[config.mk]
export PLATFORM = sky130hd
export DESIGN_NAME = ffa_ctrl
export DESIGN_NICKNAME = d
export VERILOG_FILES = /design/src/rtl/ffa_pkg.sv /design/src/rtl/ffa_ctrl.sv
export SDC_FILE = /design/constraint.sdc
export NUM_CORES = 1
export LEC_CHECK = 0
export BUFFER_PORTS_ARGS = -buffer_cell sky130_fd_sc_hd__buf_2
export CAP_MARGIN = 20
export CORE_MARGIN = 2
export CORE_UTILIZATION = 40
export CTS_CLUSTER_DIAMETER = 60
export CTS_CLUSTER_SIZE = 20
export DETAILED_ROUTE_END_ITERATION = 16
export GPL_ROUTABILITY_DRIVEN = 0
export PLACE_DENSITY = 0.79
export SLEW_MARGIN = 30
export SYNTH_ARGS = -nofsm -noshare
export SYNTH_HDL_FRONTEND = slang
export SYNTH_SLANG_ARGS = --single-unit
export TNS_END_PERCENT = 1
[constraint.sdc]
create_clock -name i_clk -period 3.06 [get_ports i_clk]
set_input_delay 0.612 -clock i_clk [delete_from_list [all_inputs] [get_ports i_clk]]
set_output_delay 0.612 -clock i_clk [all_outputs]
set_load 0.01 [all_outputs]
[src/rtl/ffa_pkg.sv]
// ----------------------------------------------------------------------------
// ffa_pkg
// Shared types and constants of the first-fit block allocator: field widths,
// action and status codes, datapath operations and the control/status structs.
// ----------------------------------------------------------------------------
package ffa_pkg;

    // default pool size in bytes
    localparam int unsigned POOL_BYTES_DEF = 16384;

    // field widths of the stream items and the config register
    localparam int unsigned ACT_W  = 2;
    localparam int unsigned REQ_W  = 16;
    localparam int unsigned OFF_W  = 16;
    localparam int unsigned ST_W   = 3;
    localparam int unsigned GR_W   = 14;
    localparam int unsigned FT_W   = 15;
    localparam int unsigned ERR_W  = 16;
    localparam int unsigned CFG_W  = 15;

    // packed stream widths, rounded up to whole bytes
    localparam int unsigned IN_TDATA_W  = 40;
    localparam int unsigned OUT_TDATA_W = 48;

    // byte offset arithmetic: holds a request plus header and a sum of
    // three offsets inside the pool without overflow
    localparam int unsigned ARITH_W = 18;

    // minimum pool size and header size in bytes
    localparam int unsigned MIN_POOL = 8;
    localparam int unsigned HDR_BYTES = 4;
    localparam int unsigned SPLIT_MIN = 8;

    typedef enum logic [ACT_W-1:0] {
        ACT_ALLOC = 2'd0,
        ACT_FREE  = 2'd1,
        ACT_QUERY = 2'd2,
        ACT_NOP   = 2'd3
    } t_action;

    typedef enum logic [ST_W-1:0] {
        ST_OK          = 3'd0,
        ST_NO_FIT      = 3'd1,
        ST_BOUNDS      = 3'd2,
        ST_DOUBLE_FREE = 3'd3,
        ST_CORRUPT     = 3'd4
    } t_status;

    // datapath operations issued by the controller
    typedef enum logic [3:0] {
        OP_NONE,
        OP_CLEAR,
        OP_START,
        OP_A_STEP,
        OP_A_SPLIT,
        OP_A_TAKE,
        OP_A_TAKE_SPLIT,
        OP_F_CLR,
        OP_F_MERGE,
        OP_W_START,
        OP_W_STEP,
        OP_W_MERGE,
        OP_Q_STEP
    } t_op;

    // controller to datapath
    typedef struct packed {
        t_op     op;
        logic    fin;
        t_status st;
        logic    emit;
        logic    in_ready;
    } t_cmd;

    // datapath to controller
    typedef struct packed {
        logic    clr_last;
        t_action act;
        logic    in_bad;
        logic    fit;
        logic    split;
        logic    split_past;
        logic    a_end;
        logic    sz_zero;
        logic    rd_zero;
        logic    used;
        logic    next_in;
        logic    merge_past;
        logic    p_zero;
        logic    w_hit;
        logic    w_stop;
        logic    w_past;
        logic    w_more;
        logic    q_stop;
        logic    q_more;
        logic    out_free;
    } t_flags;

endpackage

[src/rtl/ffa_ctrl.sv]
// ----------------------------------------------------------------------------
// ffa_ctrl
// Allocator controller: sequences the clear sweep, the allocate, free and
// query walks, and the hand-off of each result to the output register.
// ----------------------------------------------------------------------------
module ffa_ctrl (
    input  logic            i_clk,
    input  logic            i_rst_n,
    input  logic            i_in_valid,
    input  logic            i_cfg_wen,
    input  ffa_pkg::t_flags i_flags,
    output ffa_pkg::t_cmd   o_cmd
);

    typedef enum logic [3:0] {
        S_CLEAR,
        S_IDLE,
        S_A_CHK,
        S_A_NXT,
        S_A_FIN,
        S_F_CHK,
        S_F_NCHK,
        S_W_CHK,
        S_Q_CHK,
        S_OUT
    } t_state;

    t_state        r_state;
    t_state        n_state;
    ffa_pkg::t_cmd cmd;

    // next state and datapath command
    always_comb begin
        n_state = r_state;
        cmd     = '{op: ffa_pkg::OP_NONE, fin: 1'b0, st: ffa_pkg::ST_OK,
                    emit: 1'b0, in_ready: 1'b0};
        case (r_state)
            S_CLEAR: begin
                cmd.op = ffa_pkg::OP_CLEAR;
                if (i_flags.clr_last) begin
                    n_state = S_IDLE;
                end
            end
            S_IDLE: begin
                cmd.in_ready = 1'b1;
                if (i_in_valid) begin
                    cmd.op = ffa_pkg::OP_START;
                    case (i_flags.act)
                        ffa_pkg::ACT_ALLOC: n_state = S_A_CHK;
                        ffa_pkg::ACT_FREE: begin
                            if (i_flags.in_bad) begin
                                cmd.fin = 1'b1;
                                cmd.st  = ffa_pkg::ST_BOUNDS;
                                n_state = S_OUT;
                            end else begin
                                n_state = S_F_CHK;
                            end
                        end
                        ffa_pkg::ACT_QUERY: n_state = S_Q_CHK;
                        default: begin
                            cmd.fin = 1'b1;
                            n_state = S_OUT;
                        end
                    endcase
                end
            end
            // first-fit walk, one header per cycle
            S_A_CHK, S_A_NXT: begin
                if ((r_state == S_A_NXT) && i_flags.rd_zero) begin
                    cmd.fin = 1'b1;
                    cmd.st  = ffa_pkg::ST_CORRUPT;
                    n_state = S_OUT;
                end else if (i_flags.fit) begin
                    if (i_flags.split) begin
                        if (i_flags.split_past) begin
                            cmd.fin = 1'b1;
                            cmd.st  = ffa_pkg::ST_CORRUPT;
                            n_state = S_OUT;
                        end else begin
                            cmd.op  = ffa_pkg::OP_A_SPLIT;
                            n_state = S_A_FIN;
                        end
                    end else begin
                        cmd.op  = ffa_pkg::OP_A_TAKE;
                        cmd.fin = 1'b1;
                        n_state = S_OUT;
                    end
                end else if (i_flags.a_end) begin
                    cmd.fin = 1'b1;
                    cmd.st  = ffa_pkg::ST_NO_FIT;
                    n_state = S_OUT;
                end else if (i_flags.sz_zero) begin
                    cmd.fin = 1'b1;
                    cmd.st  = ffa_pkg::ST_CORRUPT;
                    n_state = S_OUT;
                end else begin
                    cmd.op  = ffa_pkg::OP_A_STEP;
                    n_state = S_A_NXT;
                end
            end
            S_A_FIN: begin
                cmd.op  = ffa_pkg::OP_A_TAKE_SPLIT;
                cmd.fin = 1'b1;
                n_state = S_OUT;
            end
            // free: clear used flag, then look at the next block
            S_F_CHK: begin
                if (!i_flags.used) begin
                    cmd.fin = 1'b1;
                    cmd.st  = ffa_pkg::ST_DOUBLE_FREE;
                    n_state = S_OUT;
                end else begin
                    cmd.op = ffa_pkg::OP_F_CLR;
                    if (i_flags.next_in) begin
                        n_state = S_F_NCHK;
                    end else if (i_flags.p_zero) begin
                        cmd.fin = 1'b1;
                        n_state = S_OUT;
                    end else begin
                        n_state = S_W_CHK;
                    end
                end
            end
            S_F_NCHK: begin
                if (!i_flags.used && i_flags.merge_past) begin
                    cmd.fin = 1'b1;
                    cmd.st  = ffa_pkg::ST_CORRUPT;
                    n_state = S_OUT;
                end else begin
                    cmd.op = i_flags.used ? ffa_pkg::OP_W_START : ffa_pkg::OP_F_MERGE;
                    if (i_flags.p_zero) begin
                        cmd.fin = 1'b1;
                        n_state = S_OUT;
                    end else begin
                        n_state = S_W_CHK;
                    end
                end
            end
            // search for the previous block from offset 0
            S_W_CHK: begin
                if (i_flags.w_hit) begin
                    cmd.fin = 1'b1;
                    n_state = S_OUT;
                    if (!i_flags.used) begin
                        if (i_flags.w_past) begin
                            cmd.st = ffa_pkg::ST_CORRUPT;
                        end else begin
                            cmd.op = ffa_pkg::OP_W_MERGE;
                        end
                    end
                end else if (i_flags.w_stop) begin
                    cmd.fin = 1'b1;
                    n_state = S_OUT;
                end else begin
                    cmd.op = ffa_pkg::OP_W_STEP;
                    if (!i_flags.w_more) begin
                        cmd.fin = 1'b1;
                        n_state = S_OUT;
                    end
                end
            end
            // free byte sum over the chain
            S_Q_CHK: begin
                if (i_flags.q_stop) begin
                    cmd.fin = 1'b1;
                    n_state = S_OUT;
                end else begin
                    cmd.op = ffa_pkg::OP_Q_STEP;
                    if (!i_flags.q_more) begin
                        cmd.fin = 1'b1;
                        n_state = S_OUT;
                    end
                end
            end
            S_OUT: begin
                if (i_flags.out_free) begin
                    cmd.emit = 1'b1;
                    n_state  = S_IDLE;
                end
            end
            default: begin
                n_state = S_CLEAR;
            end
        endcase
        // a new pool size restarts the clear sweep
        if (i_cfg_wen) begin
            n_state = S_CLEAR;
        end
    end

    // state register
    always_ff @(posedge i_clk) begin
        if (!i_rst_n) begin
            r_state <= S_CLEAR;
        end else begin
            r_state <= n_state;
        end
    end

    assign o_cmd = cmd;

endmodule

==> impl_metrics.tcl <==
set metrics [dict create \
    p_seq_share_pct 30.9 \
    dp_hpwl_mm 1.853 \
    critPathLaunchType "flip-flop" \
    cellPowerDensity_mw_per_mm2 200.6 \
    num_antenna_cells 0 \
    clock_path_buffers 2 \
    synthesis.area_um2 758.2 \
    drc 0 \
    finClkSkew_ns 0.002350 \
    worst_ir_drop_vdd_v 0.0001728 \
    cts_hold_buf 0 \
    die_h_um 47.54 \
    async_flop_share_pct 0 \
    path_buf_inv 1 \
    antenna_found_initial 0 \
    cts_tree "yes" \
    clkPwrFrac_pct 34.9 \
    io_pins 35 \
    clk_pin_slew_ns 0.04 \
    vias_per_cell 5.854 \
    cp-end-kind "output port" \
    p_comb_share_pct 34.2 \
    crit_path_cell_trace "nor2b_1 -> a21oi_1 -> o32ai_1 -> nand4bb_1 -> buf_2" \
    setup_viol 0 \
    drt_iter0_drc 51 \
    portBuffers 34 \
    yosys_warnings 0 \
    drive_above_1_share_pct 28.77 \
    cts-root-buf "clkbuf_4" \
    die_w_um 47.54 \
    clock.fmax_mhz 368.0 \
    initial_core_util_pct 42.98 \
    h-tree-depth 1 \
    drt-total-wl_mm 2.358 \
    post_cts.repair.setup_buffers 0 \
    numCtsBuffers 3 \
    dominantRegCellSynth "dfxtp_1" \
    critPathKind "reg2out" \
    reg_top3 "r_state x4" \
    yosysTopAreaCellShare_pct 10.56 \
    slowest_stage "dfxtp_1" \
    avgSynthCellArea_um2 6.593 \
    wl_per_cell_um 13.79 \
    grt_max_degree 25 \
    status "complete, no violations" \
    syn_inst 115 \
    finalMaxSlewViolations 0 \
    syn_nets 140 \
    min_period_ns 2.718 \
    rsz0062_at_grt "false" \
    regMostFlops "r_state" \
    worst_slew_pin_slew_ns 0.6898 \
    switching_share_pct 33.35 \
    dr.pass1.iters 4 \
    grt.total_usage_pct 21.92 \
    finalHoldViolCount 0 \
    clock_sinks 4 \
    drv_cap 0 \
    synth_common_cells "a21oi_1 (13), o21ai_0 (11), nand2_1 (10), inv_1 (9), nand2b_1 (8)" \
    synth-seq-cells 4 \
    fp.dieArea_mm2 0.002260 \
    cp_top_family "flip-flops" \
    p_switching_mw 0.06396 \
    p_int_mw 0.1278 \
    yosysTopAreaCell "dfxtp_1" \
    synth-edff-count 0 \
    finalPower_mw 0.1918 \
    max_slew_margin_pct 53.95 \
    r2r_slack_ns 1.13 \
    tns_ns 0 \
    via_count 1001 \
    n_fill_cell 210 \
    ys_seq_area_share_pct 10.56 \
    synth_area_leaders "dfxtp_1 (11%), a21oi_1 (8.6%), o21ai_0 (7.3%)" \
    leakagePower_nw 0.4062 \
    grt_pass1_vias 817 \
    fin_nets 173 \
    grt_overflow_total 0 \
    arrival_ns 2.11 \
    area_growth_pct 26.07 \
    clock_latency_ns 0.24 \
    grt_pass1_wl_mm 3.581 \
    cp.required_ns 2.45 \
    cts_resized 0 \
    ant_nets 0 \
    crit_fanout 24 \
    yosysUniqueCellTypes 35 \
    slowest_delay_ns 0.76 \
    synth_most_common_cell "a21oi_1" \
    hold_path_class "in2reg" \
    largest_register_ffs 4 \
    coreArea_mm2 0.001764 \
    row_count 15 \
    timing.final.crit_share_pct 88.81 \
]
-- path summary, 6_finish.rpt --
check	from	to	cells past startpoint
hold reg to reg	r_state[0]	r_state[0]	2
setup reg to reg	r_state[0]	r_state[2]	5
hold / removal	i_rst_n	r_state[2]	3
setup / recovery	r_state[0]	o_cmd[5]	5
-- tightest hold or removal path, delay by kind of cell --
kind / cells / cell delay [ns]
simple gates: 1 / 0.12
buf+inv: 1 / 0.09
compound gates: 1 / 0.05
-- final cells by class --
type / count / area (um^2) / area share, %
Inverter: 9 / 33.78 / 3.534
Clock buffer: 3 / 22.52 / 2.356
Multi-Input combinational cell: 95 / 610.6 / 63.87
Sequential cell: 4 / 80.08 / 8.377
Timing Repair Buffer: 35 / 177.7 / 18.59
Tap cell: 25 / 31.28 / 3.272
-- metal layers --
metal	global-route usage [%]	share of wire, %	up-vias
met5	0	0	-
met4	4.865	0.38	0
met3	1.132	8.6	2
met2	34.32	46	56
met1	33.03	45	446
li1	-	-	497
-- power by group through the flow --
stage | combinational [mW] | sequential [mW] | clock [mW]
final | 0.0657 | 0.0593 | 0.0669
after global routing | 0.0726 | 0.0598 | 0.0687
after CTS | 0.0651 | 0.0590 | 0.0684
after detailed placement | 0.0646 | 0.0598 | 0
after global placement | 0.0632 | 0.0597 | 0
after floorplan | 0.0387 | 0.0554 | 0
-- stage by stage --
step | worst slack (ns) | hold slack (ns) | cells | area [um^2] | util, %
finish | 0.3423 | 0.6928 | 171 | 955.9 | 54.18
global route | 0.1875 | 0.7241 | 171 | 955.9 | 54.18
CTS | 0.3840 | 0.6978 | 171 | 955.9 | 54.18
detailed placement | 0.6469 | 0.8251 | 168 | 933.4 | 52.91
global placement | 0.7070 | 0.8224 | 168 | 933.4 | 52.91
floorplan | 1.001 | 0.6873 | 115 | 758.2 | -
-- cells by family after synthesis --
family | Yosys count | synth area share (%)
compound gates | 46 | 40.76
xor+xnor | 1 | 1.155
buf+inv | 16 | 8.910
flops | 4 | 10.56
simple gates | 48 | 38.61
-- cells in the final DEF (no fill, tap or decap) --
cell       instances
nor2_1             7
xor2_1             1
a31oi_1            3
o32a_1             1
buf_2             34
o21bai_1           1
and3_1             3
o32ai_4            1
nor4b_2            2
o2111ai_1          1
nor3_1             3
a22oi_1            1
o32ai_1            4
nand3b_1           1
or3_1              1
nand4bb_1          2
nand2_1           10
nor3b_1            2
inv_1              9
buf_4              1
or4b_4             1
clkbuf_4           3
nor2b_1            4
nand3_1            3
o221ai_1           1
o21ai_1            1
a21oi_1           13
o21ai_0           11
o31ai_1            1
nand2b_1           8
dfxtp_1            4
o22ai_1            3
a32oi_1            1
and4b_1            1
a311oi_1           2
o211ai_1           1
Power figures use the tool's default switching activity.
